===== src/sv/bmpd_pkg.sv =====
`timescale 1ns / 1ps
// ----------------------------------------------------------------------------
// bmpd_pkg
// Shared types and constants for the 24-bit bitmap to RGB565 stream decoder.
// ----------------------------------------------------------------------------
package bmpd_pkg;

    typedef enum logic [2:0] {
        PH_HEADER,
        PH_SKIP,
        PH_DATA,
        PH_PAD,
        PH_DONE
    } t_phase;

    localparam logic [1:0] KIND_PIXEL   = 2'd0;
    localparam logic [1:0] KIND_BAD_SIG = 2'd1;
    localparam logic [1:0] KIND_BAD_FMT = 2'd2;

    localparam logic [15:0] BMP_SIGNATURE = 16'h4D42;
    localparam logic [31:0] BMP_PLANES    = 32'd1;
    localparam logic [31:0] BMP_BPP       = 32'd24;
    localparam logic [31:0] HEADER_LEN    = 32'd34;

    localparam logic [5:0] POS_SIG_END     = 6'd1;
    localparam logic [5:0] POS_OFFSET_END  = 6'd13;
    localparam logic [5:0] POS_WIDTH_END   = 6'd21;
    localparam logic [5:0] POS_HEIGHT_END  = 6'd25;
    localparam logic [5:0] POS_PLANES_END  = 6'd27;
    localparam logic [5:0] POS_BPP_END     = 6'd29;
    localparam logic [5:0] POS_HEADER_END  = 6'd33;

    typedef struct packed {
        logic [1:0]  kind;
        logic [15:0] pixel;
        logic [15:0] column;
        logic [15:0] image_row;
        logic        last_pixel;
    } t_result;

endpackage


===== src/sv/bmpd_core.sv =====
`timescale 1ns / 1ps
// ----------------------------------------------------------------------------
// bmpd_core
// Parser state and per-byte step logic: header fields, offset skip, pixel
// assembly, row padding and error detection.
// ----------------------------------------------------------------------------
module bmpd_core
    import bmpd_pkg::*;
(
    input  logic        i_clk,
    input  logic        i_rst_n,
    input  logic        i_step,
    input  logic        i_sof,
    input  logic [7:0]  i_byte,
    output logic        o_emit,
    output t_result     o_result
);

    t_phase      r_phase, n_phase, e_phase;
    logic [31:0] r_pos, n_pos, e_pos;
    logic [31:0] r_field, n_field;
    logic [31:0] r_offset, n_offset;
    logic [15:0] r_width, n_width;
    logic [15:0] r_height, n_height;
    logic [15:0] r_col, n_col, e_col;
    logic [15:0] r_row, n_row, e_row;
    logic [1:0]  r_bip, n_bip, e_bip;
    logic [1:0]  r_pad, n_pad, e_pad;
    logic [7:0]  r_blue, n_blue;
    logic [7:0]  r_green, n_green;

    logic [1:0]  lane;
    logic        do_data;
    logic        row_end;
    logic        last;
    logic        rows_done;

    function automatic logic [1:0] f_lane(input logic [5:0] pos);
        logic [1:0] l;
        if (pos < 6'd2) begin
            l = pos[1:0];
        end else if (pos < 6'd26) begin
            l = pos[1:0] - 2'd2;
        end else if (pos < 6'd30) begin
            l = {1'b0, pos[0]};
        end else begin
            l = pos[1:0] - 2'd2;
        end
        return l;
    endfunction

    always_comb begin
        e_phase = i_sof ? PH_HEADER : r_phase;
        e_pos   = i_sof ? 32'd0 : r_pos;
        e_col   = i_sof ? 16'd0 : r_col;
        e_row   = i_sof ? 16'd0 : r_row;
        e_bip   = i_sof ? 2'd0 : r_bip;
        e_pad   = i_sof ? 2'd0 : r_pad;

        n_phase  = e_phase;
        n_pos    = e_pos;
        n_field  = r_field;
        n_offset = r_offset;
        n_width  = r_width;
        n_height = r_height;
        n_col    = e_col;
        n_row    = e_row;
        n_bip    = e_bip;
        n_pad    = e_pad;
        n_blue   = r_blue;
        n_green  = r_green;

        o_emit   = 1'b0;
        o_result = '0;

        lane      = f_lane(e_pos[5:0]);
        row_end   = ({1'b0, e_col} + 17'd1) >= {1'b0, r_width};
        last      = row_end && (({1'b0, e_row} + 17'd1) >= {1'b0, r_height});
        rows_done = ({1'b0, e_row} + 17'd1) >= {1'b0, r_height};
        do_data   = (e_phase == PH_DATA) ||
                    ((e_phase == PH_SKIP) && (e_pos == r_offset));

        if (e_phase == PH_HEADER) begin
            case (lane)
                2'd0:    n_field = {24'd0, i_byte};
                2'd1:    n_field = r_field | {16'd0, i_byte, 8'd0};
                2'd2:    n_field = r_field | {8'd0, i_byte, 16'd0};
                default: n_field = r_field | {i_byte, 24'd0};
            endcase
            n_pos = e_pos + 32'd1;
            case (e_pos[5:0])
                POS_SIG_END: begin
                    if (n_field != {16'd0, BMP_SIGNATURE}) begin
                        o_emit        = 1'b1;
                        o_result.kind = KIND_BAD_SIG;
                        n_phase       = PH_DONE;
                    end
                end
                POS_OFFSET_END: n_offset = n_field;
                POS_WIDTH_END:  n_width  = n_field[15:0];
                POS_HEIGHT_END: n_height = n_field[15:0];
                POS_PLANES_END: begin
                    if (n_field != BMP_PLANES) begin
                        o_emit        = 1'b1;
                        o_result.kind = KIND_BAD_FMT;
                        n_phase       = PH_DONE;
                    end
                end
                POS_BPP_END: begin
                    if (n_field != BMP_BPP) begin
                        o_emit        = 1'b1;
                        o_result.kind = KIND_BAD_FMT;
                        n_phase       = PH_DONE;
                    end
                end
                POS_HEADER_END: begin
                    if ((n_field != 32'd0) || (r_offset < HEADER_LEN)) begin
                        o_emit        = 1'b1;
                        o_result.kind = KIND_BAD_FMT;
                        n_phase       = PH_DONE;
                    end else if ((r_width == 16'd0) || (r_height == 16'd0)) begin
                        n_phase = PH_DONE;
                    end else begin
                        n_phase = PH_SKIP;
                    end
                end
                default: ;
            endcase
        end else if ((e_phase == PH_SKIP) && !do_data) begin
            n_pos = e_pos + 32'd1;
        end else if (do_data) begin
            n_phase = PH_DATA;
            case (e_bip)
                2'd0: begin
                    n_blue = i_byte;
                    n_bip  = 2'd1;
                end
                2'd1: begin
                    n_green = i_byte;
                    n_bip   = 2'd2;
                end
                default: begin
                    n_bip               = 2'd0;
                    o_emit              = 1'b1;
                    o_result.kind       = KIND_PIXEL;
                    o_result.pixel      = {i_byte[7:3], r_green[7:2], r_blue[7:3]};
                    o_result.column     = e_col;
                    o_result.image_row  = r_height - 16'd1 - e_row;
                    o_result.last_pixel = last;
                    if (last) begin
                        n_phase = PH_DONE;
                    end else if (row_end) begin
                        n_pad = r_width[1:0];
                        n_col = 16'd0;
                        if (r_width[1:0] != 2'd0) begin
                            n_phase = PH_PAD;
                        end else begin
                            n_row   = e_row + 16'd1;
                            n_phase = rows_done ? PH_DONE : PH_DATA;
                        end
                    end else begin
                        n_col = e_col + 16'd1;
                    end
                end
            endcase
        end else if (e_phase == PH_PAD) begin
            n_pad = e_pad - 2'd1;
            if (n_pad == 2'd0) begin
                n_col   = 16'd0;
                n_row   = e_row + 16'd1;
                n_phase = rows_done ? PH_DONE : PH_DATA;
            end
        end
    end

    always_ff @(posedge i_clk) begin
        if (!i_rst_n) begin
            r_phase <= PH_HEADER;
            r_pos   <= '0;
            r_col   <= '0;
            r_row   <= '0;
            r_bip   <= '0;
            r_pad   <= '0;
        end else if (i_step) begin
            r_phase <= n_phase;
            r_pos   <= n_pos;
            r_col   <= n_col;
            r_row   <= n_row;
            r_bip   <= n_bip;
            r_pad   <= n_pad;
        end
    end

    always_ff @(posedge i_clk) begin
        if (i_step) begin
            r_field  <= n_field;
            r_offset <= n_offset;
            r_width  <= n_width;
            r_height <= n_height;
            r_blue   <= n_blue;
            r_green  <= n_green;
        end
    end

    a_bip_range: assert property (@(posedge i_clk) disable iff (!i_rst_n)
        r_bip != 2'd3)
        else $error("Byte-in-pixel counter reached an unused code.");

    a_done_holds: assert property (@(posedge i_clk) disable iff (!i_rst_n)
        (i_step && !i_sof && (r_phase == PH_DONE)) |=> (r_phase == PH_DONE))
        else $error("Parser left the done phase without a new file.");

    a_error_stops: assert property (@(posedge i_clk) disable iff (!i_rst_n)
        (i_step && o_emit && (o_result.kind != KIND_PIXEL)) |=> (r_phase == PH_DONE))
        else $error("Parser kept running after an error item.");

    a_last_stops: assert property (@(posedge i_clk) disable iff (!i_rst_n)
        (i_step && o_emit && o_result.last_pixel) |=> (r_phase == PH_DONE))
        else $error("Parser kept running after the final pixel.");

    a_done_silent: assert property (@(posedge i_clk) disable iff (!i_rst_n)
        (!i_sof && (r_phase == PH_DONE)) |-> !o_emit)
        else $error("Parser produced an item in the done phase.");

endmodule


===== src/sv/bmp24_stream_to_rgb565.sv =====
`timescale 1ns / 1ps
// ----------------------------------------------------------------------------
// bmp24_stream_to_rgb565
// Streaming decoder for uncompressed 24-bit bitmap files, one byte per item,
// producing RGB565 pixels with their column and top-down row, or error items.
// ----------------------------------------------------------------------------
// Path: a taken byte waits in the input register; the single parser step
// between it and the output register writes any result there for o_out_valid.
// Throughput: one byte per cycle, unless a result waits on a stalled output.
// Reset: synchronous active-low reset returns the parser to the header phase
// and empties both registers; start_of_file restarts parsing at any time.
module bmp24_stream_to_rgb565
    import bmpd_pkg::*;
(
    input  logic        i_clk,
    input  logic        i_rst_n,
    input  logic        i_in_valid,
    output logic        o_in_ready,
    input  logic        i_start_of_file,
    input  logic [7:0]  i_data_byte,
    output logic        o_out_valid,
    input  logic        i_out_ready,
    output logic [1:0]  o_kind,
    output logic [15:0] o_pixel,
    output logic [15:0] o_column,
    output logic [15:0] o_image_row,
    output logic        o_last_pixel
);

    logic       r_in_valid;
    logic       r_sof;
    logic [7:0] r_byte;
    logic       r_out_valid;
    t_result    r_result;

    logic       emit;
    t_result    result;
    logic       out_free;
    logic       advance;

    bmpd_core u_core (
        .i_clk    (i_clk),
        .i_rst_n  (i_rst_n),
        .i_step   (advance),
        .i_sof    (r_sof),
        .i_byte   (r_byte),
        .o_emit   (emit),
        .o_result (result)
    );

    assign out_free   = !r_out_valid || i_out_ready;
    assign advance    = r_in_valid && (out_free || !emit);
    assign o_in_ready = !r_in_valid || advance;

    always_ff @(posedge i_clk) begin
        if (!i_rst_n) begin
            r_in_valid <= 1'b0;
        end else if (o_in_ready) begin
            r_in_valid <= i_in_valid;
        end
    end

    always_ff @(posedge i_clk) begin
        if (i_in_valid && o_in_ready) begin
            r_sof  <= i_start_of_file;
            r_byte <= i_data_byte;
        end
    end

    always_ff @(posedge i_clk) begin
        if (!i_rst_n) begin
            r_out_valid <= 1'b0;
        end else if (advance && emit) begin
            r_out_valid <= 1'b1;
        end else if (i_out_ready) begin
            r_out_valid <= 1'b0;
        end
    end

    always_ff @(posedge i_clk) begin
        if (advance && emit) begin
            r_result <= result;
        end
    end

    assign o_out_valid  = r_out_valid;
    assign o_kind       = r_result.kind;
    assign o_pixel      = r_result.pixel;
    assign o_column     = r_result.column;
    assign o_image_row  = r_result.image_row;
    assign o_last_pixel = r_result.last_pixel;

endmodule


===== config.mk =====
export PLATFORM = sky130hd
export DESIGN_NAME = bmp24_stream_to_rgb565
export DESIGN_NICKNAME = d
export VERILOG_FILES = /design/src/sv/bmpd_pkg.sv /design/src/sv/bmpd_core.sv /design/src/sv/bmp24_stream_to_rgb565.sv
export SDC_FILE = /design/constraint.sdc
export NUM_CORES = 1
export LEC_CHECK = 0
export BUFFER_PORTS_ARGS = -buffer_cell sky130_fd_sc_hd__buf_4
export CAP_MARGIN = 20
export CORE_MARGIN = 5
export CORE_UTILIZATION = 52
export CTS_CLUSTER_DIAMETER = 60
export CTS_CLUSTER_SIZE = 30
export DETAILED_ROUTE_END_ITERATION = 8
export GPL_TIMING_DRIVEN = 1
export PLACE_DENSITY_LB_ADDON = 0.05
export SKIP_CTS_REPAIR_TIMING = 1
export SYNTH_ARGS = -nofsm -noshare
export SYNTH_HDL_FRONTEND = slang
export SYNTH_HIERARCHICAL = 1
export SYNTH_SLANG_ARGS = --single-unit

===== constraint.sdc =====
create_clock -name i_clk -period 18.3 [get_ports i_clk]
set_clock_uncertainty 0.2 [all_clocks]
set_input_delay 0 -clock i_clk [delete_from_list [all_inputs] [get_ports i_clk]]
set_output_delay 0 -clock i_clk [all_outputs]
set_load 0.01 [all_outputs]

==> flow_metrics.env <==
export IMPL_syn_area_um2=13120
export IMPL_vias=10665
export IMPL_nets=1460
export IMPL_synthTopCellsByArea="edfxtp_1 38%, dfxtp_1 11%, ha_1 5.0%, nor2_1 4.2%, nand2_1 3.7%"
export IMPL_synthFlopType="edfxtp_1"
export IMPL_power_frac_comb_pct=4.4
export IMPL_drt_vias_per_instance=6.136
export IMPL_tightest_slew_ns=0.8795
export IMPL_antenna_cells=0
export IMPL_finalSetupViolCount=0
export IMPL_outcome="completed"
export IMPL_initial_core_util_pct=52.39
export IMPL_cp_top_family="simple AND/OR/NAND/NOR gates"
export IMPL_synth_cell_types=82
export IMPL_synthArstFlopShare_pct=0
export IMPL_num_io_pins=66
export IMPL_post_route_drc_count=0
export IMPL_yosysMostFrequentCell="edfxtp_1"
export IMPL_p_switching_uw=274.2
export IMPL_grt_ovfl_total=0
export IMPL_clkTransAtPathRegs_ns=0.09
export IMPL_syn_to_final_growth_pct=12.89
export IMPL_numCtsBuffers=20
export IMPL_fin_crit_ns=6.949
export IMPL_grt_busiest_layer="met2"
export IMPL_yosysSeqAreaShare_pct=49.38
export IMPL_drt_iter0_drc=1206
export IMPL_ys_top_cells_by_count="167 x edfxtp_1, 147 x nor2_1, 131 x nand2_1, 73 x dfxtp_1, 66 x a21oi_1"
export IMPL_cts_root_buf="clkbuf_16"
export IMPL_maxSlewHeadroom_pct=41.22
export IMPL_fin_cells=1738
export IMPL_cp_max_fo=60
export IMPL_clockBufferDepth=3
export IMPL_fin_total_pwr_uw=1115
export IMPL_rsz0062_at_grt="no"
export IMPL_cts_sinks=240
export IMPL_yosys_area_top_type="edfxtp_1"
export IMPL_critPathLaunch="r_sof$_DFFE_PP_"
export IMPL_fin_crit_sh_pct=37.97
export IMPL_slew_violations=0
export IMPL_path_buf_inv=5
export IMPL_numPortBuffers=65
export IMPL_num_rows=58
export IMPL_clk_latency_ns=0.53
export IMPL_die_w_um=168.8
export IMPL_detail_route_antenna_nets=0
export IMPL_synth_edf_count=167
export IMPL_power_share_clock_pct=42.4
export IMPL_grt_pass1_wl_um=57190
export IMPL_dp_hpwl_um=26640
export IMPL_routed_wl_um=37060
export IMPL_gp_congestion=0.9487
export IMPL_hold_class="in -> reg"
export IMPL_cp_required_ns=18.54
export IMPL_powerDensity_nw_per_um2=75.30
export IMPL_leakage_uw=0.005475
export IMPL_slowest_delay_ns=0.76
export IMPL_r2r_start="r_sof$_DFFE_PP_"
export IMPL_ys_seq_elements=240
export IMPL_netlist_area_leader_share_pct=38.23
export IMPL_maxCapViolCount=0
export IMPL_seqPwrFrac_pct=53.2
export IMPL_ys_warn_count=6
export IMPL_hp_start="i_data_byte[7]"
export IMPL_peakVddDrop_uv=86.64
export IMPL_grt_use_total_pct=25.22
export IMPL_wl_per_cell_um=21.32
export IMPL_grt_max_degree=61
export IMPL_p_sw_share_pct=24.59
export IMPL_syn_instance_count=1341
export IMPL_path_class="reg -> reg"
export IMPL_path_cells="buf_4, buf_4, inv_1, nand2_1, o21a_1, a21oi_1, or4_1, nand2_1, a21oi_1, or3_1, a21boi_2, buf_4, inv_1, nor2_1, nand2_1, o31ai_1, o21ai_0, o31ai_1"
export IMPL_finish_utilization_pct=59.14
export IMPL_use_met3_pct=4.040
export IMPL_drive_gt1_share_pct=10.44
export IMPL_p_int_uw=840.7
export IMPL_first_global_vias=9844
export IMPL_fp_dieArea_um2=28500
export IMPL_end_kind="flip-flop"
export IMPL_grtUsageMet2_pct=38.63
export IMPL_detail_route_first_pass_iterations=6
export IMPL_syn_num_nets=1407
export IMPL_slowest_stage="o21a_1"
export IMPL_crit_arrival_ns=7.19
export IMPL_setup_tns_final_ns=0
export IMPL_cts_tree="built"
export IMPL_fp_dieH_um=168.8
export IMPL_max_freq_mhz=143.9
export IMPL_hold_violations=0
export IMPL_place_inst=1683
export IMPL_use_met1_pct=37.96
export IMPL_startpoint_type="flip-flop"
export IMPL_htree_levels=1
export IMPL_avgSynthCellArea_um2=9.781
export IMPL_core_um2=25040
export IMPL_antenna_found_initial=1
cells in the final DEF, fill, tap and decap left out, types with 7 or more instances in the layout:
| cell | count |
|---|---|
| ha_1 | 52 |
| and3_1 | 49 |
| dfxtp_1 | 73 |
| nor3_1 | 23 |
| nand3_1 | 46 |
| clkbuf_16 | 21 |
| mux2i_1 | 9 |
| a22o_1 | 16 |
| a21o_1 | 7 |
| buf_4 | 82 |
| nand2_1 | 131 |
| nor4b_1 | 15 |
| edfxtp_1 | 167 |
| dlygate4sd3_1 | 18 |
| or3_1 | 8 |
| o21a_1 | 17 |
| nor4_1 | 23 |
| nor2_1 | 144 |
| o21ai_0 | 61 |
| nor2b_1 | 27 |
| xnor2_1 | 49 |
| nand4_1 | 40 |
| xor2_1 | 23 |
| nand2b_1 | 9 |
| a21oi_1 | 66 |
| or4_1 | 9 |
| a211oi_1 | 11 |
| inv_1 | 58 |
| a32oi_1 | 17 |
| a31oi_1 | 18 |
per-layer routing:
metal / routed length (um) / part of all wire [%] / vias to the layer above
met5: 0 / 0 / -
met4: 705 / 1.9 / 0
met3: 3157 / 8.5 / 62
met2: 16280 / 44 / 477
met1: 16910 / 46 / 5078
li1: - / - / 5048
state kept, by name, summed over array words and instances, names as in the netlist:
register / flops
u_core/r_height: 16
r_sof: 1
o_pixel: 16
u_core/r_pos: 32
u_core/r_col: 16
u_core/r_offset: 32
o_out_valid: 1
u_core/r_phase: 3
u_core/r_bip: 2
r_byte: 8
u_core/r_width: 16
r_in_valid: 1
u_core/r_green: 6
o_column: 16
u_core/r_pad: 2
o_kind: 2
u_core/r_field: 32
u_core/r_row: 16
u_core/r_blue: 5
o_last_pixel: 1
o_image_row: 16
worst reg2reg max path, stage by stage (launching register included):
cell,delay (ns)
edfxtp_1,0.33
buf_4,0.35
buf_4,0.58
inv_1,0.15
nand2_1,0.33
o21a_1,0.76
a21oi_1,0.19
or4_1,0.60
nand2_1,0.10
a21oi_1,0.08
or3_1,0.44
a21boi_2,0.15
buf_4,0.35
inv_1,0.35
nor2_1,0.56
nand2_1,0.33
o31ai_1,0.72
o21ai_0,0.21
o31ai_1,0.10
power by group through the flow:
| stage | combinational [uW] | clock, uW | sequential (uW) |
|---|---|---|---|
| CTS | 45.1 | 484 | 593 |
| detailed placement | 44.9 | 0 | 606 |
| floorplan | 28.2 | 0 | 602 |
| global placement | 44.7 | 0 | 606 |
| finish | 48.6 | 473 | 594 |
| global route | 52.5 | 509 | 594 |
path summary, 6_finish.rpt:
check	to	slack (ns)	depth (start not counted)
hold / removal	r_byte[7]$_DFFE_PP_	0.006	2
hold reg to reg	u_core/r_col[0]$_SDFFE_PN0P_	0.30	2
setup reg to reg	u_core/r_col[6]$_SDFFE_PN0P_	11.35	18
setup / recovery	u_core/r_col[6]$_SDFFE_PN0P_	11.35	18
stage by stage:
| stage | worst slack (ns) | hold WS, ns | cell area [um^2] |
|---|---|---|---|
| 2_1_floorplan | 12.05 | -0.1011 | 13120 |
| 3_3_place_gp | 11.62 | -0.02199 | 13870 |
| 3_5_place_dp | 11.41 | -0.02053 | 13870 |
| 4_1_cts | 11.41 | -0.5660 | 14620 |
| 5_1_grt | 10.84 | 0.001856 | 14810 |
| 6_report | 11.35 | 0.006158 | 14810 |
layout make-up:
cell class | count | area [um^2]
clock buffers | 21 | 525.5
repair buffers | 101 | 807.0
fillers | 2158 | 10230
well taps | 330 | 412.9
inverters | 59 | 221.5
multi-input cells | 972 | 6148
clock inverters | 15 | 215.2
flip-flops and latches | 240 | 6476
cell families (layout without fill, tap and decap cells):
family	after synthesis	in the layout	synth area share, %
simple gates	564	564	22.10
buf+inv	129	196	3.949
fa+ha+maj	53	53	5.113
xor+xnor	72	72	4.808
compound gates	273	273	13.88
mux	10	10	0.7727
flops	240	240	49.38
No activity file was read; power rests on OpenSTA's default activity.
